## src/rtl/ssp_pkg.sv

```systemverilog
// ----------------------------------------------------------------------------
// ssp_pkg
// Shared types and constants for the shortest-path engine.
// ----------------------------------------------------------------------------
package ssp_pkg;

    localparam int MAX_VERTICES = 64;
    localparam int MAX_EDGES    = 256;

    localparam int VTX_W  = 6;
    localparam int NV_W   = 7;
    localparam int WGT_W  = 16;
    localparam int DIST_W = 24;
    localparam int EA_W   = $clog2(MAX_EDGES);
    localparam int CNT_W  = $clog2(MAX_EDGES + 1);

    localparam logic [NV_W-1:0] VC_RESET = NV_W'(MAX_VERTICES);

    localparam logic signed [DIST_W-1:0] DIST_MAX = {1'b0, {(DIST_W-1){1'b1}}};
    localparam logic signed [DIST_W-1:0] DIST_MIN = {1'b1, {(DIST_W-1){1'b0}}};

    typedef enum logic [1:0] {
        ST_DIST  = 2'd0,
        ST_CYCLE = 2'd1,
        ST_OVFL  = 2'd2
    } status_t;

    typedef enum logic {
        CFG_VERTEX_COUNT  = 1'b0,
        CFG_SOURCE_VERTEX = 1'b1
    } cfg_idx_t;

    typedef struct packed {
        logic [VTX_W-1:0]        tail_vertex;
        logic [VTX_W-1:0]        head_vertex;
        logic signed [WGT_W-1:0] edge_weight;
        logic                    last_edge;
    } in_t;

    typedef struct packed {
        logic [1:0]               status;
        logic [VTX_W-1:0]         vertex_id;
        logic                     reachable;
        logic signed [DIST_W-1:0] path_length;
        logic                     last_result;
    } out_t;

    typedef struct packed {
        logic [VTX_W-1:0]        tail;
        logic [VTX_W-1:0]        head;
        logic signed [WGT_W-1:0] weight;
    } edge_t;

    // Command from front to back
    typedef struct packed {
        logic             store;
        logic [EA_W-1:0]  addr;
        edge_t            edge_data;
        logic             run;
        logic             ovf;
        logic [CNT_W-1:0] count;
    } cmd_t;

endpackage

```

## src/rtl/ssp_cmd_queue.sv

```systemverilog
// ----------------------------------------------------------------------------
// ssp_cmd_queue
// Four-entry command queue between front and back.
// ----------------------------------------------------------------------------
module ssp_cmd_queue (
    input  logic          clk,
    input  logic          rst_n,
    input  logic          wr,
    input  ssp_pkg::cmd_t wr_data,
    output logic          full,
    input  logic          rd,
    output ssp_pkg::cmd_t rd_data,
    output logic          empty
);
    import ssp_pkg::*;

    localparam int DEPTH = 4;
    localparam int PW    = $clog2(DEPTH);

    cmd_t          slot_reg [DEPTH];
    logic [PW-1:0] wp_reg, rp_reg;
    logic [PW:0]   cnt_reg;

    assign full    = cnt_reg == (PW+1)'(DEPTH);
    assign empty   = cnt_reg == '0;
    assign rd_data = slot_reg[rp_reg];

    always_ff @(posedge clk)
    begin
        if (wr)
        begin
            slot_reg[wp_reg] <= wr_data;
        end
    end

    always_ff @(posedge clk or negedge rst_n)
    begin
        if (!rst_n)
        begin
            wp_reg  <= '0;
            rp_reg  <= '0;
            cnt_reg <= '0;
        end
        else
        begin
            if (wr)
            begin
                wp_reg <= wp_reg + PW'(1);
            end
            if (rd)
            begin
                rp_reg <= rp_reg + PW'(1);
            end
            cnt_reg <= cnt_reg + (PW+1)'(wr) - (PW+1)'(rd);
        end
    end

endmodule

```

## config.mk

```make
export PLATFORM = sky130hd
export DESIGN_NAME = ssp_cmd_queue
export DESIGN_NICKNAME = d
export VERILOG_FILES = /design/src/rtl/ssp_pkg.sv /design/src/rtl/ssp_cmd_queue.sv
export SDC_FILE = /design/constraint.sdc
export NUM_CORES = 1
export LEC_CHECK = 0
export BUFFER_PORTS_ARGS = -buffer_cell sky130_fd_sc_hd__clkbuf_2
export CORE_ASPECT_RATIO = 1.75
export CORE_MARGIN = 1
export CORE_UTILIZATION = 50
export CTS_CLUSTER_DIAMETER = 50
export DETAILED_ROUTE_END_ITERATION = 7
export GPL_TIMING_DRIVEN = 0
export PLACE_DENSITY = 0.71
export SYNTH_ARGS = -nofsm -noshare
export SYNTH_HDL_FRONTEND = slang
export SYNTH_SLANG_ARGS = --single-unit
```

## constraint.sdc

```tcl
create_clock -name clk -period 4.49 [get_ports clk]
set_input_delay 0.6735 -clock clk [delete_from_list [all_inputs] [get_ports clk]]
set_output_delay 0.6735 -clock clk [all_outputs]
set_load 0.005 [all_outputs]
```

==> run summary, run 1 <==
Largest register FFs: 192
row cnt: 58
Initial Utilization: 51.3%
clock buffer depth: 2
share of layout cells above drive strength 1: 46.9%
Final Instance Area: 0.00878 mm2
first-pass GRT wire length: 18,500 um
R2R Setup Slk: 2610 ps
Synth Register Bits: 199
Lkg Pwr: 0.00310 uW
critical-path maximum fanout: 10
clock sinks: 199
vias per std cell: 5.40
Critical Path AT: 1830 ps
worst min path class: in -> async
final setup skew: 7.07 ps
Worst-Margin Slew: 666 ps
post-DP HPWL: 8070 um
unique cell type count in the Yosys netlist: 17
Mapped Area: 0.00737 mm2
status: complete, no violations
total I/O pin count: 102
Worst setup EP type: output pin
Final Non-Filler Cells: 602
Max Fclk: 399 MHz
H-tree depth: 4
dpl cell area: 0.00819 mm2
postcts setup bufs: 0
root buffer cell: clkbuf_16
first-iteration detailed-routing DRC count: 157
clock slew seen by the registers of the worst setup and hold paths: 70 ps
Ys Warns: 0
# fillers: 1,030
CP required: 3820 ps
critical path class: reg -> out
pwr dens: 640 mW/mm2
setup_tns: 0 ps
post-synthesis sequential area ratio: 80.6%
dpl cells: 570
DR DRC count: 0
Die ar.: 0.0153 mm2
TritonCTS clock tree: built
min cycle time layout: 2510 ps
syn_area_per_cell: 25.9 um2
Synth Net Count: 344
CTS buffer count: 17
post-cts repair resize count: 0
Place WS: 2370 ps
final worst-path cycle share: 55.8%
DR pass1 iterations: 4
DRT Wirelength: 12,100 um
die width: 93.8 um
nets@finish: 468
Max-cap violations: 0
Peak VDD IR: 455 uV
pin count of the biggest net entering global routing: 27
GRT Overall Usage: 17.1%
post-route ant nets: 0
clk_lat worst skew: 420 ps
Startpoint Class: register
Cells after Synth: 285
setup violators final: 0
Final Worst Setup Slack: 1980 ps
Synth-to-Final Area Change: 19.2%
Routability Congestion: 0.712
drt wl/cell: 20.2 um
Worst slew margin: 55.6%
post-cts hold buffer count: 0
Die Y: 163 um
Ant. Diodes: 0
gr ovfl total: 0
final hold viol count: 0
Core ar.: 0.0144 mm2
RSZ-0062 raised after global routing: false
vias in the first global route: 3,558
routed via count: 3,249
Slew Viols, Final: 0
initial antenna violation count: 0
I/O Buffers: 101
## cells in the mapped netlist
cell type / n / area [um2]
and2_1: 4 / 25.0
and3_1: 1 / 6.26
buf_12: 5 / 100
buf_2: 4 / 20.0
buf_4: 1 / 7.51
buf_6: 1 / 11.3
dfrtp_1: 7 / 175
edfxtp_1: 192 / 5770
fa_1: 1 / 20.0
ha_1: 6 / 75.1
inv_1: 6 / 22.5
mux4_2: 48 / 1080
nand2_1: 2 / 7.51
nor3_1: 1 / 5.00
o21ai_0: 1 / 5.00
xnor2_1: 2 / 17.5
xor2_1: 3 / 26.3
## per-layer routing
metal	track usage [%]	up-vias	part of all wire [%]
met4	8.04	0	2.3
met2	31.4	85	58
met3	3.69	22	4.0
met1	18.4	1680	36
met5	0	-	0
li1	-	1462	-
## worst max-delay path: stages, from the launching register on
cell,delay [ps]
dfrtp_1,390
buf_2,280
buf_4,260
mux4_2,340
clkbuf_2,130
## per-stage QoR
stage | hold slack (ps) | power, uW | util (%)
after CTS | 67.1 | 5720 | 61.1
after global routing | 76.5 | 5880 | 61.1
final | 83.2 | 5620 | 61.1
after global placement | 506 | 4170 | 56.4
after detailed placement | 524 | 4250 | 57.0
after floorplan | 378 | 3590 | -
## cell families (layout without fill, tap and decap cells)
logic type / count (synthesis) / in the layout / share of synthesized area, %
and+or+nand+nor: 8 / 8 / 0.594
xor gates and xnor gates: 5 / 5 / 0.594
DFF: 199 / 199 / 80.6
buffers and inverters: 17 / 154 / 2.19
AOI/OAI and AO/OA: 1 / 1 / 0.0678
adders and majority gates: 7 / 7 / 1.29
muxes: 48 / 48 / 14.7
## layout make-up
type / instances / area (um2) / area share [%]
Sequential cell: 199 / 5940 / 67.6
Clock buffer: 19 / 433 / 4.93
Multi-Input combinational cell: 69 / 1270 / 14.5
Tap cell: 180 / 225 / 2.56
Timing Repair Buffer: 105 / 586 / 6.67
Buffer: 11 / 139 / 1.58
Clock inverter: 13 / 165 / 1.88
Inverter: 6 / 22.5 / 0.256
## worst paths after layout
path / from / end / depth (start not counted)
setup / recovery: rp_reg[1] / rd_data[29] / 4
hold / removal: rst_n / wp_reg[0] / 1
setup reg to reg: wp_reg[0] / slot_reg[2][19] / 4
hold reg to reg: wp_reg[0] / wp_reg[0] / 1
max in group asynchronous: rst_n / rp_reg[0] / 1
min in group clk: wr_data[22] / slot_reg[2][22] / 1
## report_power, final
group          leakage, uW  switching, uW  internal, uW  total (uW)
Sequential         0.00185           87.4          2430        2520
Clock             0.000290            679           797        1480
Combinational     0.000960            785           845        1630
## cells in the final DEF, fill, tap and decap left out, types with 6 or more instances in the layout
cell type,instances
edfxtp_1,192
clkbuf_2,101
mux4_2,48
clkbuf_16,17
buf_12,9
dfrtp_1,7
inv_1,6
ha_1,6
Power figures use the tool's default switching activity.
==> run 2, diff against run 1 <==
Settings changed: PLACE_DENSITY 0.71 to 0.74.
Clock period 4.49 ns to 2.2 ns, I/O delays scaled along.
==> run 2 against run 1 <==
Against the previous run:
- via count is 1.4% lower
- combinational power is 100% higher
- global-route usage increased by 0.50 points
- sequential cell count did not move
- final cell count unchanged
- sequential power increased by 100%
- clock power increased by 110%
- first-iteration DRC count did not move
- die area stayed put
- core utilization grew 0.061 points
- register-to-register slack worse by 2300 ps
- total power rose by 110%
==> run summary, run 2 (synthesized netlist as in run 1, its figures left out) <==
Final Non-Filler Cells: 602
total I/O pin count: 102
final setup skew: 6.38 ps
critical path class: reg -> out
post-DP HPWL: 7840 um
initial antenna violation count: 0
clk_lat worst skew: 420 ps
Largest register FFs: 192
min cycle time layout: 2090 ps
post-layout util: 61.2%
CP required: 1870 ps
DR DRC count: 0
CP max stage cell: mux4_2
drt wl/cell: 20.5 um
first-iteration detailed-routing DRC count: 157
Critical Path AT: 1760 ps
clock slew seen by the registers of the worst setup and hold paths: 70 ps
Max-cap violations: 0
worst path bufs/invs: 3
final worst-path cycle share: 95.2%
nets@finish: 469
clock sinks: 199
worst min path class: in -> reg
TritonCTS clock tree: built
status: complete, no violations
vias in the first global route: 3,501
final hold viol count: 0
die width: 93.8 um
DRT Wirelength: 12,300 um
Die Y: 163 um
Worst slew margin: 52.4%
dpl cells: 570
CTS buffer count: 17
critical-path maximum fanout: 10
share of layout cells above drive strength 1: 46.9%
Max Fclk: 477 MHz
Ant. Diodes: 0
Worst setup EP type: output pin
Lkg Pwr: 0.00309 uW
Initial Utilization: 51.3%
DR pass1 iterations: 4
highest cell delay on the worst timing path: 530 ps
postcts setup bufs: 0
Peak VDD IR: 777 uV
gr ovfl total: 0
Routability Congestion: 0.639
Synth-to-Final Area Change: 19.3%
Slew Viols, Final: 0
Die ar.: 0.0153 mm2
H-tree depth: 4
vias per std cell: 5.32
R2R Setup Slk: 340 ps
RSZ-0062 raised after global routing: false
Startpoint Class: register
CP cell instances: buf_6, buf_12, mux4_2, clkbuf_2
# fillers: 1,032
routed via count: 3,205
post-route ant nets: 0
clock buffer depth: 2
Crit path max-delay family: multiplexers
setup violators final: 0
I/O Buffers: 101
most common cell after layout, fill and taps aside: edfxtp_1
row cnt: 58
Worst-Margin Slew: 714 ps
GRT Overall Usage: 17.6%
pin count of the biggest net entering global routing: 32
most frequent cells in the layout: 192 x edfxtp_1, 101 x clkbuf_2, 48 x mux4_2, 17 x clkbuf_16, 9 x buf_12
root buffer cell: clkbuf_16
Core ar.: 0.0144 mm2
pwr dens: 1310 mW/mm2
first-pass GRT wire length: 19,000 um
-- run 2: cell types whose count changed in the layout (fill, tap and decap cells not counted), sizes merged --
| cell | previous run | this run |
|---|---|---|
| inv | 11 | 10 |
| bufinv | 1 | 2 |
| clkbuf | 120 | 118 |
| clkinv | 7 | 5 |
| clkinvlp | 0 | 3 |
| dlygate4sd3 | 0 | 1 |
-- run 2: layer usage --
metal | up-vias | track usage, % | part of all wire (%)
met2 | 80 | 31.9 | 57
met3 | 19 | 3.97 | 3.1
li1 | 1452 | - | -
met5 | - | 0 | 0
met4 | 0 | 6.71 | 1.9
met1 | 1654 | 19.9 | 38
-- run 2: final cells by class --
class | instances | area, um2 | share of cell area (%)
clock inverters | 14 | 169 | 1.92
clock buffers | 17 | 425 | 4.84
flip-flops and latches | 199 | 5940 | 67.6
multi-input cells | 69 | 1270 | 14.5
repair buffers | 106 | 596 | 6.77
inverters | 6 | 22.5 | 0.256
well taps | 180 | 225 | 2.56
plain buffers | 11 | 141 | 1.61
-- run 2: path summary, 6_finish.rpt --
check | startpoint | endpoint | cells past startpoint
max | rp_reg[0] | rd_data[47] | 4
min | wr_data[14] | slot_reg[2][14] | 1
max reg2reg | wp_reg[0] | slot_reg[2][7] | 4
min reg2reg | wp_reg[0] | wp_reg[0] | 1
max in group asynchronous | rst_n | cnt_reg[1] | 2
min in group asynchronous | rst_n | cnt_reg[2] | 2
-- run 2: per-stage QoR --
stage	area, um2	TNS [ps]	setup WS [ps]	power (uW)	hold slack (ps)
floorplan	7370	0	21.8	7330	34.4
global placement	8100	-152240	-825	8490	172
detailed placement	8190	0	308	8650	178
CTS	8790	0	50.7	11700	108
global route	8790	0	19.8	12100	110
finish	8790	0	106	11500	125
-- run 2: report_power, final --
| group | leakage (uW) | internal, uW | switching (uW) |
|---|---|---|---|
| registers | 0.00185 | 4960 | 183 |
| clock network | 0.000280 | 1700 | 1380 |
| logic | 0.000965 | 1730 | 1590 |
-- run 2: timing repair --
item | CTS | global route
endpoints found under the hold margin | 7 | 0
endpoints found under the setup margin | 7 | 0
gates resized for setup | 1 | 0
hold buffers | 1 | 0
==> run 3, diff against run 2 <==
Settings changed: PLACE_DENSITY 0.74 to 0.85.
==> run 3 against run 2 <==
Against the previous run:
- design area fell by 0.24%
- sequential share of layout area increased by 0.16 points
- hold slack barely moved
- count of clock-buffer cells in the layout rose by 1
- core utilization is 0.15 points lower
- total power decreased by 0.97%
==> run summary, run 3 (synthesized netlist as in run 1, its figures left out) <==
row cnt: 58
final setup skew: 6.52 ps
most common cell after layout, fill and taps aside: edfxtp_1
pin count of the biggest net entering global routing: 29
Crit. path cell count: 4
Worst slew margin: 55.1%
drt wl/cell: 20.4 um
CP required: 1870 ps
gr ovfl total: 0
post-DP HPWL: 8110 um
dpl cell area: 0.00819 mm2
CP max stage cell: mux4_2
most frequent cells in the layout: 192 x edfxtp_1, 101 x clkbuf_2, 48 x mux4_2, 17 x clkbuf_16, 9 x buf_12
R2R Setup Slk: 350 ps
Lkg Pwr: 0.00308 uW
vias per std cell: 5.39
Switching Share: 27.5%
DRT Wirelength: 12,300 um
status: complete, no violations
CTS buffer count: 17
Initial Utilization: 51.3%
Place WS: 306 ps
total I/O pin count: 102
sequential share of power: 45.1%
post-layout util: 61.1%
critical-path maximum fanout: 10
root buffer cell: clkbuf_16
postcts setup bufs: 0
final worst-path cycle share: 95.9%
pwr dens: 1300 mW/mm2
RSZ-0062 raised after global routing: false
Final Instance Area: 0.00877 mm2
min cycle time layout: 2110 ps
Die Y: 163 um
share of layout cells above drive strength 1: 46.8%
Routability Congestion: 0.705
dpl cells: 570
P_int: 8280 uW
clock slew seen by the registers of the worst setup and hold paths: 70 ps
Hold Path Depth: 1
Peak VDD IR: 960 uV
Crit path max-delay family: multiplexers
vias in the first global route: 3,521
Startpoint Class: register
clock sinks: 199
worst path bufs/invs: 3
GRT Overall Usage: 17.5%
R2R depth: 4
worst min path class: in -> reg
final hold viol count: 0
clock buffer depth: 2
post-route ant nets: 0
I/O Buffers: 101
first-pass GRT wire length: 19,000 um
NetSw: 3150 uW
clk_lat worst skew: 420 ps
Final Non-Filler Cells: 603
nets@finish: 469
Synth-to-Final Area Change: 19.0%
Die ar.: 0.0153 mm2
Slew Viols, Final: 0
DR DRC count: 0
CP cell instances: buf_6, buf_12, mux4_2, clkbuf_2
Core ar.: 0.0144 mm2
clock share of power: 25.9%
Ant. Diodes: 0
H-tree depth: 4
DR pass1 iterations: 4
die width: 93.8 um
first-iteration detailed-routing DRC count: 198
initial antenna violation count: 0
Worst-Margin Slew: 674 ps
TritonCTS clock tree: built
critical path class: reg -> out
Critical Path AT: 1780 ps
combinational power share: 29.1%
Final Worst Setup Slack: 89.7 ps
Worst setup EP type: output pin
Max-cap violations: 0
routed via count: 3,250
setup violators final: 0
Max Fclk: 474 MHz
Largest register FFs: 192
highest cell delay on the worst timing path: 550 ps
## run 3: per-stage QoR
step,power [uW],hold slack [ps],setup TNS [ps]
3_5_place_dp,8650,180,0
3_3_place_gp,8450,171,-141240
2_1_floorplan,7330,34.4,0
5_1_grt,12000,109,0
6_report,11400,126,0
4_1_cts,11600,109,0
## run 3: path summary, 6_finish.rpt
kind / from / endpoint
setup / recovery: rp_reg[0] / rd_data[5]
max in group asynchronous: rst_n / wp_reg[0]
hold / removal: wr_data[45] / slot_reg[2][45]
setup reg to reg: wp_reg[0] / slot_reg[2][6]
min in group asynchronous: rst_n / wp_reg[1]
hold reg to reg: wp_reg[0] / wp_reg[0]
## run 3: final cells by class
class | count | area, um2
Buffer | 11 | 141
Clock buffer | 18 | 429
Clock inverter | 14 | 144
Fill cell | 1034 | 5600
Inverter | 6 | 22.5
Multi-Input combinational cell | 69 | 1270
Sequential cell | 199 | 5940
Tap cell | 180 | 225
Timing Repair Buffer | 106 | 596
## run 3: metal layers
layer / wire [um] / global-route usage, % / part of all wire, % / up-vias
met5: 0 / 0 / 0 / -
met4: 321 / 8.39 / 2.6 / 0
met3: 338 / 3.36 / 2.7 / 23
met2: 6970 / 30.6 / 57 / 81
met1: 4690 / 20.6 / 38 / 1691
li1: - / - / - / 1455
## run 3: repair_timing
| item | CTS | global route |
|---|---|---|
| hold endpoints to repair | 7 | 0 |
| setup endpoints to repair | 0 | 10 |
| hold buffers | 1 | 0 |
| gates resized for setup | 0 | 2 |
## run 3: power by group through the flow
stage | clock (uW) | combinational, uW | sequential, uW
2_1_floorplan | 0 | 2150 | 5190
3_3_place_gp | 0 | 3220 | 5230
3_5_place_dp | 0 | 3410 | 5240
4_1_cts | 3010 | 3420 | 5160
5_1_grt | 3150 | 3610 | 5210
6_report | 2960 | 3320 | 5150
