File: config.mk
export PLATFORM = sky130hd
export DESIGN_NAME = ssp_front
export DESIGN_NICKNAME = d
export VERILOG_FILES = /design/src/rtl/ssp_pkg.sv /design/src/rtl/ssp_front.sv
export SDC_FILE = /design/constraint.sdc
export NUM_CORES = 1
export LEC_CHECK = 0
export BUFFER_PORTS_ARGS = -buffer_cell sky130_fd_sc_hd__buf_2
export CAP_MARGIN = 20
export CORE_ASPECT_RATIO = 1.75
export CORE_UTILIZATION = 38
export CTS_BUF_LIST = sky130_fd_sc_hd__clkbuf_16
export DETAILED_ROUTE_END_ITERATION = 16
export GPL_TIMING_DRIVEN = 0
export PLACE_DENSITY = 0.81
export SETUP_SLACK_MARGIN = 0.2
export SYNTH_ARGS = -nofsm -noshare
export SYNTH_HDL_FRONTEND = slang
export SYNTH_SLANG_ARGS = --single-unit
File: constraint.sdc
create_clock -name clk -period 2.01 [get_ports clk]
set_input_delay 0.5025 -clock clk [delete_from_list [all_inputs] [get_ports clk]]
set_output_delay 0.5025 -clock clk [all_outputs]
set_load 0.01 [all_outputs]
File: src/rtl/ssp_pkg.sv
// ----------------------------------------------------------------------------
// ssp_pkg
// Shared types and constants for the shortest-path engine.
// ----------------------------------------------------------------------------
package ssp_pkg;

    localparam int MAX_VERTICES = 64;
    localparam int MAX_EDGES    = 256;

    localparam int VTX_W  = 6;
    localparam int NV_W   = 7;
    localparam int WGT_W  = 16;
    localparam int DIST_W = 24;
    localparam int EA_W   = $clog2(MAX_EDGES);
    localparam int CNT_W  = $clog2(MAX_EDGES + 1);

    localparam logic [NV_W-1:0] VC_RESET = NV_W'(MAX_VERTICES);

    localparam logic signed [DIST_W-1:0] DIST_MAX = {1'b0, {(DIST_W-1){1'b1}}};
    localparam logic signed [DIST_W-1:0] DIST_MIN = {1'b1, {(DIST_W-1){1'b0}}};

    typedef enum logic [1:0] {
        ST_DIST  = 2'd0,
        ST_CYCLE = 2'd1,
        ST_OVFL  = 2'd2
    } status_t;

    typedef enum logic {
        CFG_VERTEX_COUNT  = 1'b0,
        CFG_SOURCE_VERTEX = 1'b1
    } cfg_idx_t;

    typedef struct packed {
        logic [VTX_W-1:0]        tail_vertex;
        logic [VTX_W-1:0]        head_vertex;
        logic signed [WGT_W-1:0] edge_weight;
        logic                    last_edge;
    } in_t;

    typedef struct packed {
        logic [1:0]               status;
        logic [VTX_W-1:0]         vertex_id;
        logic                     reachable;
        logic signed [DIST_W-1:0] path_length;
        logic                     last_result;
    } out_t;

    typedef struct packed {
        logic [VTX_W-1:0]        tail;
        logic [VTX_W-1:0]        head;
        logic signed [WGT_W-1:0] weight;
    } edge_t;

    // Command from front to back
    typedef struct packed {
        logic             store;
        logic [EA_W-1:0]  addr;
        edge_t            edge_data;
        logic             run;
        logic             ovf;
        logic [CNT_W-1:0] count;
    } cmd_t;

endpackage

File: src/rtl/ssp_front.sv
// ----------------------------------------------------------------------------
// ssp_front
// Accepts edge beats, assigns store slots, tracks overflow, issues commands.
// ----------------------------------------------------------------------------
module ssp_front (
    input  logic          clk,
    input  logic          rst_n,
    input  ssp_pkg::in_t  item,
    input  logic          push,
    output logic          full,
    input  logic          q_full,
    output logic          q_push,
    output ssp_pkg::cmd_t q_data
);
    import ssp_pkg::*;

    logic [CNT_W-1:0] cnt_reg, cnt_next;
    logic             ovf_reg, ovf_next;
    logic             room;

    assign full   = q_full;
    assign q_push = push && !q_full;
    assign room   = cnt_reg < CNT_W'(MAX_EDGES);

    always_comb
    begin
        q_data.store            = room;
        q_data.addr             = cnt_reg[EA_W-1:0];
        q_data.edge_data.tail   = item.tail_vertex;
        q_data.edge_data.head   = item.head_vertex;
        q_data.edge_data.weight = item.edge_weight;
        q_data.run              = item.last_edge;
        q_data.ovf              = ovf_reg || !room;
        q_data.count            = room ? cnt_reg + CNT_W'(1) : cnt_reg;
    end

    always_comb
    begin
        cnt_next = cnt_reg;
        ovf_next = ovf_reg;
        if (q_push)
        begin
            if (item.last_edge)
            begin
                cnt_next = '0;
                ovf_next = 1'b0;
            end
            else if (room)
            begin
                cnt_next = cnt_reg + CNT_W'(1);
            end
            else
            begin
                ovf_next = 1'b1;
            end
        end
    end

    always_ff @(posedge clk or negedge rst_n)
    begin
        if (!rst_n)
        begin
            cnt_reg <= '0;
            ovf_reg <= 1'b0;
        end
        else
        begin
            cnt_reg <= cnt_next;
            ovf_reg <= ovf_next;
        end
    end

endmodule

==> summary.md, run 1 <==
| Metric | Value |
|---|---|
| Power density over the cells | `686 nW/um2` |
| Multi-input combinational cell area | `420 um2` |
| H-tree depth | `1` |
| CP max FO | `6` |
| Setup Skew | `2.22 ps` |
| N_diodes | `0` |
| Tmin final | `1930 ps` |
| Critical path capture point type | `primary output` |
| Row count | `23` |
| Worst path cell trace | `clkbuf_8 -> nand4b_4 -> nor2_4 -> xnor2_2 -> buf_2` |
| Synth cell count leaders | `buf_4, dfrtp_1, xnor2_1` |
| #FFs+latches synth | `10` |
| Via count | `1016` |
| Number of synthesized flops with an enable pin | `0` |
| RSZ-0062 raised after global routing | `yes` |
| Synth warnings | `0` |
| First-pass GRT wire length | `3.68 mm` |
| Worst R2R Setup Slack | `290 ps` |
| Largest net degree at the start of global routing | `11` |
| Number of max-cap violations | `0` |
| Core area | `2330 um2` |
| Required time of the critical path | `1510 ps` |
| Port bufs | `53` |
| Critical Path AT | `1430 ps` |
| Pleak | `0.886 nW` |
| Largest area contributor in the netlist | `buf_4` |
| Fin Setup TNS | `0 ps` |
| Sequential-to-total area share from yosys stat | `0.265` |
| Chip width | `39.7 um` |
| Status | `finished, final reports clean` |
| Max reg flops | `9` |
| Max stage delay cell, worst path | `dfrtp_1` |
| Most used flip-flop cell after synthesis | `dfrtp_1` |
| Worst Max-Slew Pin Slew | `309 ps` |
| DRT iter0 DRCs | `13` |
| CP startpoint kind | `flop` |
| Remaining global-route overflow | `0` |
| Area growth, synth to finish | `69.3%` |
| Clock root cell | `clkbuf_16` |
| R2R Path End | `cnt_reg[7]$_DFFE_PN0P_` |
| RD Place Congestion | `0.779` |
| Origin of the critical flop-to-flop path | `cnt_reg[3]$_DFFE_PN0P_` |
| Clk buf depth | `2` |
| Initial antenna violation count | `0` |
| Endpoints failing setup | `0` |
| Initial Util | `0.406` |
| Avg Vias per Cell | `4.84` |
| Number of nets in the layout | `220` |
| CTS clock-pin slew for the worst setup and hold paths | `40 ps` |
| Vias in the first global route | `890` |
| Area contributors post-synth | `buf_4, dfrtp_1, xnor2_1, a22o_1, o311ai_1` |
| CP peak stage delay | `360 ps` |
| Worst hold margin | `121 ps` |
| Cell variety after synth | `31` |
| I/O pin cnt | `83` |
| Slew Viols, Final | `0` |
| Avg WL per Cell | `12.4 um` |
| Slew margin rel. | `0.794` |
| Share of layout cells above drive strength 1 | `0.735` |
| Fin. Hold Viols | `0` |
| Critical path class | `flop to primary output` |
| Die height | `68 um` |
| Post-route ant nets | `0` |
| Die area | `2700 um2` |
| Hold Crit Class | `primary input to async pin` |
| Clk Latency, worst-skew pair | `240 ps` |
| Register area | `253 um2` |
| Fillers | `175` |
| CTS Buf Count | `3` |
| Crit share post-route | `0.959` |
| Top-area cell type share of the netlist area | `0.310` |
| Avg Cell Area, Syn | `8.84 um2` |
| Post-Synthesis Cells | `107` |
| CTS sink cnt | `10` |
| Tot GR Track Use | `0.203` |
| Detailed Route WL | `2.60 mm` |
| Ys async rst share | `1.00` |
| Mapped Area | `946 um2` |
| Post-route DRC | `0` |
| Final HPWL DP | `1.66 mm` |
| CTS tree | `yes` |
| Syn_nets | `141` |
| Worst R2R Path Depth | `6` |
| Most common cell in the netlist | `buf_4` |
| Achievable Freq | `519 MHz` |
| Peak VDD IR | `482 uV` |
| Drt pass-1 iters | `4` |
-- per-layer routing --
layer  track usage  wire length, um  up-vias
li1              -                -      478
met1         0.195              891      457
met2         0.371             1420       76
met3        0.0195              233        5
met4         0.142               62        0
met5             0                0        -
-- power by group --
part	switching [W]	leakage [nW]	internal [W]	total [W]
Clock	0.000106	0.0385	0.000262	0.000368
Combinational	0.000198	0.728	0.000267	0.000465
Sequential	0.0000354	0.119	0.000230	0.000265
-- layout by cell type, fill, tap and decap left out, types with 2 or more instances in the layout --
cell type	n
o311ai_1	3
nand2_1	6
buf_4	58
inv_1	5
dfrtp_1	8
nand3_1	2
or4_1	3
buf_2	51
a22o_1	3
clkbuf_16	3
nor2_4	2
buf_6	6
xnor2_2	2
xnor2_1	5
dfrtp_2	2
-- cells by family (layout without fill, tap and decap cells) --
group | after synthesis | in the layout | share of synthesized area
buffers and inverters | 49 | 127 | 0.357
AND/OR/NAND/NOR | 27 | 27 | 0.184
AO/OA/AOI/OAI | 11 | 11 | 0.0939
flip-flops | 10 | 10 | 0.265
XOR/XNOR | 7 | 7 | 0.0648
multiplexers | 2 | 2 | 0.0225
adder cells (fa/ha/maj) | 1 | 1 | 0.0132
-- metrics by stage --
stage | instance area [um2] | utilization | total power [W] | std cells | setup slack (ps)
final | 1600 | 0.687 | 0.00110 | 210 | 81.6
after global routing | 1600 | 0.687 | 0.00115 | 210 | 27.1
after CTS | 1500 | 0.643 | 0.00105 | 203 | 96.9
after detailed placement | 1240 | 0.533 | 0.000610 | 185 | 65.1
after global placement | 1240 | 0.533 | 0.000600 | 185 | 101
after floorplan | 946 | - | 0.000494 | 107 | 424
-- worst max-delay path, delay by kind of cell (launching register included) --
family | cells | cell delay, ps
xor gates and xnor gates | 1 | 120
buffers and inverters | 2 | 300
DFF | 1 | 360
and+or+nand+nor | 2 | 400
-- area by class of cell --
| type | instances | area share |
|---|---|---|
| Buffer | 44 | 0.215 |
| Clock buffer | 3 | 0.0469 |
| Clock inverter | 1 | 0.00234 |
| Inverter | 5 | 0.0117 |
| Multi-Input combinational cell | 48 | 0.262 |
| Sequential cell | 10 | 0.158 |
| Tap cell | 25 | 0.0195 |
| Timing Repair Buffer | 74 | 0.284 |
-- worst max-delay path by stage --
stage	start	endpoint	slack, ps	cells after the start
global placement	q_full	q_push	100	5
finish	cnt_reg[8]$_DFFE_PN0P_	q_data[7]	80	5
floorplan	cnt_reg[8]$_DFFE_PN0P_	q_data[7]	420	4
detailed placement	q_full	q_push	70	5
global route	cnt_reg[8]$_DFFE_PN0P_	q_data[5]	30	5
CTS	cnt_reg[3]$_DFFE_PN0P_	q_data[7]	100	5
-- timing repair --
item | CTS | global route
resized for setup | 22 | 10
pin swaps | 5 | 7
endpoints found under the setup margin | 9 | 10
hold buffers | 0 | 0
buffers inserted | 14 | 7
Power figures use the tool's default switching activity.
==> run 2, diff against run 1 <==
--- a/config.mk
+++ b/config.mk
@@ -5,6 +5,7 @@
 export SDC_FILE = /design/constraint.sdc
 export NUM_CORES = 1
 export LEC_CHECK = 0
+export ABC_AREA = 1
 export BUFFER_PORTS_ARGS = -buffer_cell sky130_fd_sc_hd__buf_2
 export CAP_MARGIN = 20
 export CORE_ASPECT_RATIO = 1.75
@@ -12,7 +13,7 @@
 export CTS_BUF_LIST = sky130_fd_sc_hd__clkbuf_16
 export DETAILED_ROUTE_END_ITERATION = 16
 export GPL_TIMING_DRIVEN = 0
-export PLACE_DENSITY = 0.81
+export PLACE_DENSITY = 0.8
 export SETUP_SLACK_MARGIN = 0.2
 export SYNTH_ARGS = -nofsm -noshare
 export SYNTH_HDL_FRONTEND = slang
==> run 2 against run 1 <==
Net effect: sequential power fell by 12%; routed wire length shrank 7.3%; utilization down 5.9 points; global-route usage fell by 1.8 points; final cell count grew 6.2%; clock power is 2% lower; register-to-register slack improved by 410 ps; sequential cell count stayed put; hold slack better by 3.3 ps; critical path depth increased by 1; combinational power is 44% lower; synthesized cell count is 23% higher; largest cell class unchanged; highest routed layer unchanged.
==> summary.md, run 2 <==
| Metric | Value |
|---|---|
| Status | `finished, final reports clean` |
| Cell variety after synth | `25` |
| Worst Max-Slew Pin Slew | `252 ps` |
| H-tree depth | `1` |
| Net Sw Power | `0.000240 W` |
| Avg Cell Area, Syn | `7.33 um2` |
| Logic gate share of total power | `0.307` |
| Synth cell count leaders | `buf_4, nand2_1, inv_1` |
| CP peak stage delay | `450 ps` |
| Remaining global-route overflow | `0` |
| Area contributors post-synth | `buf_4, dfrtp_1, nand2_1, inv_1, nor2_4` |
| Sequential-to-total area share from yosys stat | `0.259` |
| Port bufs | `54` |
| Setup Skew | `2.32 ps` |
| Area growth, synth to finish | `53.3%` |
| Final instance area | `1480 um2` |
| Most frequent cells in the layout | `buf_2, buf_4, nand2_1, inv_1, nand2_2` |
| N_diodes | `0` |
| Achievable Freq | `524 MHz` |
| Die area | `2760 um2` |
| CTS clock-pin slew for the worst setup and hold paths | `40 ps` |
| RD Place Congestion | `0.857` |
| Tot GR Track Use | `0.184` |
| Largest area contributor in the netlist | `buf_4` |
| Avg Vias per Cell | `4.53` |
| Initial Util | `0.410` |
| Tmin final | `1910 ps` |
| Met3 usage | `0.0385` |
| Peak VDD IR | `469 uV` |
| R2R Path End | `cnt_reg[2]$_DFFE_PN0P_` |
| Ys async rst share | `1.00` |
| Synth warnings | `0` |
| Row count | `23` |
| Critical path capture point type | `primary output` |
| Critical Path AT | `1410 ps` |
| Number of max-cap violations | `0` |
| DRT iter0 DRCs | `32` |
| Fin Setup TNS | `0 ps` |
| Largest net degree at the start of global routing | `11` |
| Post-route DRC | `0` |
| Met1 Use GR | `0.169` |
| Share of layout cells above drive strength 1 | `0.682` |
| Origin of the critical flop-to-flop path | `cnt_reg[0]$_DFFE_PN0P_` |
| Crit share post-route | `0.950` |
| CP startpoint kind | `flop` |
| Most congested layer reported by global routing | `met2` |
| Die height | `68.7 um` |
| CTS sink cnt | `10` |
| Final HPWL DP | `1.65 mm` |
| Syn_nets | `166` |
| Sequential Power Share | `0.271` |
| Clock root cell | `clkbuf_16` |
| Most common cell after layout, fill and taps aside | `buf_2` |
| Crit path top cell by count | `nand2_1` |
| GR Util met2 | `0.347` |
| Endpoints failing setup | `0` |
| Slew Viols, Final | `0` |
| First-pass GRT wire length | `3.46 mm` |
| Power density over the cells | `575 nW/um2` |
| Worst path cell trace | `buf_12 -> nor2_4 -> nand2_1 -> nand2_1 -> and2_1 -> buf_2` |
| Int Pwr | `0.000613 W` |
| CTS tree | `yes` |
| Via count | `1011` |
| CP max FO | `5` |
| Required time of the critical path | `1510 ps` |
| Mapped Area | `967 um2` |
| Chip width | `40.1 um` |
| Initial antenna violation count | `0` |
| Clk buf depth | `2` |
| Core area | `2360 um2` |
| Pleak | `0.899 nW` |
| Clk Latency, worst-skew pair | `240 ps` |
| Slew margin rel. | `0.832` |
| Avg WL per Cell | `10.8 um` |
| I/O pin cnt | `83` |
| Vias in the first global route | `853` |
| Critical path class | `flop to primary output` |
| Dpl cell area | `1270 um2` |
| Worst R2R Path Depth | `8` |
| CP Launch Point | `cnt_reg[8]$_DFFE_PN0P_` |
| Top-area cell type share of the netlist area | `0.303` |
| #FFs+latches synth | `10` |
| Post-route ant nets | `0` |
| RSZ-0062 raised after global routing | `yes` |
| Most used flip-flop cell after synthesis | `dfrtp_1` |
| Number of synthesized flops with an enable pin | `0` |
| Drt pass-1 iters | `4` |
| Post-Synthesis Cells | `132` |
| Hold Crit Class | `primary input to async pin` |
| Fin. Hold Viols | `0` |
| Max reg flops | `9` |
| Detailed Route WL | `2.41 mm` |
| Worst R2R Setup Slack | `700 ps` |
| Hold_buf cts | `0` |
| Sw frac | `0.282` |
| Max stage delay cell, worst path | `dfrtp_2` |
| CTS Buf Count | `3` |
| Most common cell in the netlist | `buf_4` |
| Number of nets in the layout | `234` |
| Fillers | `212` |
| Clk pwr share | `0.422` |
| CP endpoint | `q_data[4]` |
## run 2: timing repair
action                     in CTS  in global routing
resized for setup               8                 11
buffers inserted                6                  3
setup endpoints to repair       7                  7
gates cloned                    0                  0
pin swaps                       3                  8
## run 2: worst min path at each step
stage | from | end | cells after the start
after detailed placement | rst_n | cnt_reg[1]$_DFFE_PN0P_ | 1
after floorplan | rst_n | cnt_reg[0]$_DFFE_PN0P_ | 0
final | rst_n | cnt_reg[6]$_DFFE_PN0P_ | 1
after global placement | rst_n | cnt_reg[1]$_DFFE_PN0P_ | 1
after global routing | rst_n | cnt_reg[6]$_DFFE_PN0P_ | 1
after CTS | rst_n | cnt_reg[1]$_DFFE_PN0P_ | 1
## run 2: final cells by class
type | instances | area, um2 | area share
Clock buffer | 3 | 75.1 | 0.0506
Inverter | 19 | 73.8 | 0.0498
Multi-Input combinational cell | 64 | 393 | 0.265
Tap cell | 25 | 31.3 | 0.0211
Sequential cell | 10 | 256 | 0.173
Timing Repair Buffer | 63 | 360 | 0.243
Buffer | 39 | 293 | 0.197
## run 2: worst max-delay path: cells and delay by family (launching register included)
kind | cells | cell delay [ps]
flip-flops | 1 | 450
AND/OR/NAND/NOR | 4 | 450
buffers and inverters | 2 | 270
## run 2: per-stage QoR
step / worst slack [ps] / std cells / util / total power [W] / hold slack [ps]
floorplan: 392 / 132 / - / 0.000379 / 207
global placement: 161 / 211 / 0.538 / 0.000451 / 380
detailed placement: 143 / 211 / 0.538 / 0.000454 / 379
CTS: 114 / 220 / 0.607 / 0.000830 / 128
global route: 54.1 / 223 / 0.628 / 0.000887 / 142
finish: 99.9 / 223 / 0.628 / 0.000853 / 124
## run 2: cells by family (layout without fill, tap and decap cells)
| kind of cell | Yosys count | after routing | synth area share |
|---|---|---|---|
| AO/OA/AOI/OAI | 8 | 8 | 0.0530 |
| adder cells (fa/ha/maj) | 1 | 1 | 0.0129 |
| buffers and inverters | 58 | 124 | 0.379 |
| flip-flops | 10 | 10 | 0.259 |
| AND/OR/NAND/NOR | 55 | 55 | 0.296 |
## run 2: power by group through the flow
stage               clock network (W)  registers, W  logic, W
detailed placement                  0      0.000233  0.000221
floorplan                           0      0.000229  0.000150
global placement                    0      0.000233  0.000218
CTS                          0.000354      0.000230  0.000247
global route                 0.000368      0.000233  0.000286
finish                       0.000360      0.000232  0.000262
## run 2: metal layers
metal	up-vias	routed length, um
li1	491	-
met1	447	786
met2	66	1370
met3	7	193
met4	0	59
met5	-	0
==> run 3, diff against run 2 <==
--- a/config.mk
+++ b/config.mk
@@ -9,11 +9,11 @@
 export BUFFER_PORTS_ARGS = -buffer_cell sky130_fd_sc_hd__buf_2
 export CAP_MARGIN = 20
 export CORE_ASPECT_RATIO = 1.75
-export CORE_UTILIZATION = 38
+export CORE_UTILIZATION = 34
 export CTS_BUF_LIST = sky130_fd_sc_hd__clkbuf_16
 export DETAILED_ROUTE_END_ITERATION = 16
 export GPL_TIMING_DRIVEN = 0
-export PLACE_DENSITY = 0.8
+export PLACE_DENSITY = 0.76
 export SETUP_SLACK_MARGIN = 0.2
 export SYNTH_ARGS = -nofsm -noshare
 export SYNTH_HDL_FRONTEND = slang
==> constraint.sdc (replaced) <==
create_clock -name clk -period 1.7 [get_ports clk]
set_input_delay 0.425 -clock clk [delete_from_list [all_inputs] [get_ports clk]]
set_output_delay 0.425 -clock clk [all_outputs]
set_load 0.01 [all_outputs]
==> run 3 against run 2 <==
Net effect: the run now ends with negative setup slack left; non-clock buffer count did not move; sequential share of layout area fell by 0.67 points; register-to-register slack got worse by 260 ps; worst setup slack got worse by 220 ps; total power rose by 21%; final cell count rose by 1.3%; clock power rose by 20%; routed wire length fell by 4.9%; clock-buffer cell count did not move; combinational power rose by 26%; highest routed layer unchanged.
==> summary.md, run 3 (same netlist as run 2, synthesis figures left out) <==
| Metric | Value |
|---|---|
| Status | `finished with violations` |
| Failing checks | `negative setup slack` |
| RD Place Congestion | `0.753` |
| Fillers | `249` |
| Worst hold margin | `49.7 ps` |
| Peak VDD IR | `412 uV` |
| Power density over the cells | `678 nW/um2` |
| Max stage delay cell, worst path | `dfrtp_1` |
| Most frequent cells in the layout | `buf_2, buf_4, nand2_1, inv_1, nand2_2` |
| RSZ-0062 raised after global routing | `yes` |
| Crit share post-route | `1.07` |
| Final HPWL DP | `1.69 mm` |
| Via count | `1026` |
| Pleak | `0.902 nW` |
| Number of nets in the layout | `234` |
| CP startpoint kind | `flop` |
| Initial antenna violation count | `0` |
| CTS tree | `yes` |
| Detailed Route WL | `2.29 mm` |
| Vias in the first global route | `848` |
| Largest net degree at the start of global routing | `11` |
| Die height | `72.6 um` |
| First-pass GRT wire length | `3.31 mm` |
| Avg Vias per Cell | `4.54` |
| Setup Skew | `1.69 ps` |
| Required time of the critical path | `1270 ps` |
| Hold_buf cts | `0` |
| I/O pin cnt | `83` |
| Worst R2R Path Depth | `7` |
| Final cell count without fillers | `226` |
| Chip width | `42.3 um` |
| Clk Latency, worst-skew pair | `240 ps` |
| Share of layout cells above drive strength 1 | `0.693` |
| Die area | `3070 um2` |
| Worst path cell trace | `ha_2 -> nand2_2 -> nor2_4 -> nand3_2 -> and2_4 -> buf_6` |
| Endpoints failing setup | `8` |
| Area growth, synth to finish | `57.2%` |
| Most common cell after layout, fill and taps aside | `buf_2` |
| N_diodes | `0` |
| Worst Max-Slew Pin Slew | `256 ps` |
| Achievable Freq | `549 MHz` |
| Sw frac | `0.282` |
| Tot GR Track Use | `0.145` |
| Row count | `25` |
| Placed cells | `213` |
| Hold Crit Class | `primary input to async pin` |
| Clk pwr share | `0.418` |
| Final worst slack | `-123 ps` |
| Slew margin rel. | `0.829` |
| Post-route ant nets | `0` |
| Critical path capture point type | `primary output` |
| CTS sink cnt | `10` |
| DRT iter0 DRCs | `15` |
| Clk buf depth | `2` |
| CTS Buf Count | `3` |
| Max reg flops | `9` |
| Number of max-cap violations | `0` |
| Critical Path AT | `1400 ps` |
| Initial Util | `0.360` |
| Critical path class | `flop to primary output` |
| Final instance area | `1520 um2` |
| Avg WL per Cell | `10.1 um` |
| Drt pass-1 iters | `4` |
| CP peak stage delay | `360 ps` |
| Core area | `2690 um2` |
| H-tree depth | `1` |
| Dpl cell area | `1270 um2` |
| Slew Viols, Final | `0` |
| Sequential Power Share | `0.261` |
| Tmin final | `1820 ps` |
| Remaining global-route overflow | `0` |
| Fin. Hold Viols | `0` |
| Net Sw Power | `0.000290 W` |
| CTS clock-pin slew for the worst setup and hold paths | `40 ps` |
| Port bufs | `54` |
| Logic gate share of total power | `0.321` |
| Post-route DRC | `0` |
| Int Pwr | `0.000740 W` |
| CP max FO | `5` |
| Clock root cell | `clkbuf_16` |
-- run 3: changes by cell type in the layout (fill, tap and decap cells not counted), sizes merged --
cell    previous run  this run
clkinv             1         2
-- run 3: final timing paths --
check                                             from                      to  slack [ps]
worst max-delay path            cnt_reg[0]$_DFFE_PN0P_               q_data[4]        -120
worst min-delay path                             rst_n  cnt_reg[7]$_DFFE_PN0P_          50
worst max register to register  cnt_reg[0]$_DFFE_PN0P_  cnt_reg[4]$_DFFE_PN0P_         440
worst min register to register     ovf_reg$_DFFE_PN0P_     ovf_reg$_DFFE_PN0P_         520
max in group asynchronous                        rst_n  cnt_reg[8]$_DFFE_PN0P_        1430
min in group clk                                q_full  cnt_reg[4]$_DFFE_PN0P_         500
-- run 3: power by group through the flow --
stage	sequential, W	clock [W]	combinational [W]
2_1_floorplan	0.000271	0	0.000178
3_3_place_gp	0.000276	0	0.000264
3_5_place_dp	0.000276	0	0.000269
4_1_cts	0.000267	0.000434	0.000306
5_1_grt	0.000270	0.000452	0.000359
6_report	0.000268	0.000431	0.000331
-- run 3: layer usage --
layer / wire [um] / vias to the layer above / global-route usage / share of wire
met5: 0 / - / 0 / 0
met4: 72 / 0 / 0.132 / 0.031
met3: 186 / 6 / 0.0174 / 0.081
met2: 1260 / 66 / 0.274 / 0.55
met1: 772 / 458 / 0.126 / 0.34
li1: - / 496 / - / -
-- run 3: area by class of cell --
type | instances | area [um2] | area share
flip-flops and latches | 10 | 253 | 0.166
multi-input cells | 64 | 393 | 0.258
repair buffers | 63 | 393 | 0.258
clock buffers | 3 | 75.1 | 0.0494
well taps | 27 | 33.8 | 0.0222
clock inverters | 1 | 3.75 | 0.00247
inverters | 19 | 76.3 | 0.0502
plain buffers | 39 | 293 | 0.193
-- run 3: stage by stage --
step | utilization | setup slack [ps] | power [W] | setup TNS, ps
global route | 0.565 | -215 | 0.00108 | -1210
global placement | 0.473 | -50.6 | 0.000540 | -50.6
detailed placement | 0.473 | -57.4 | 0.000545 | -57.4
finish | 0.565 | -123 | 0.00103 | -611
floorplan | - | 164 | 0.000449 | 0
CTS | 0.527 | -132 | 0.00101 | -514
-- run 3: critical path, delay by kind of cell, from the launching register on --
kind | cells | cell delay, ps
adder cells (fa/ha/maj) | 1 | 200
buffers and inverters | 1 | 110
flip-flops | 1 | 360
AND/OR/NAND/NOR | 4 | 490
-- run 3: repair_timing --
action,CTS,global route
pin swaps,2,7
setup buffers,4,5
resized for setup,11,16
setup endpoints to repair,11,10
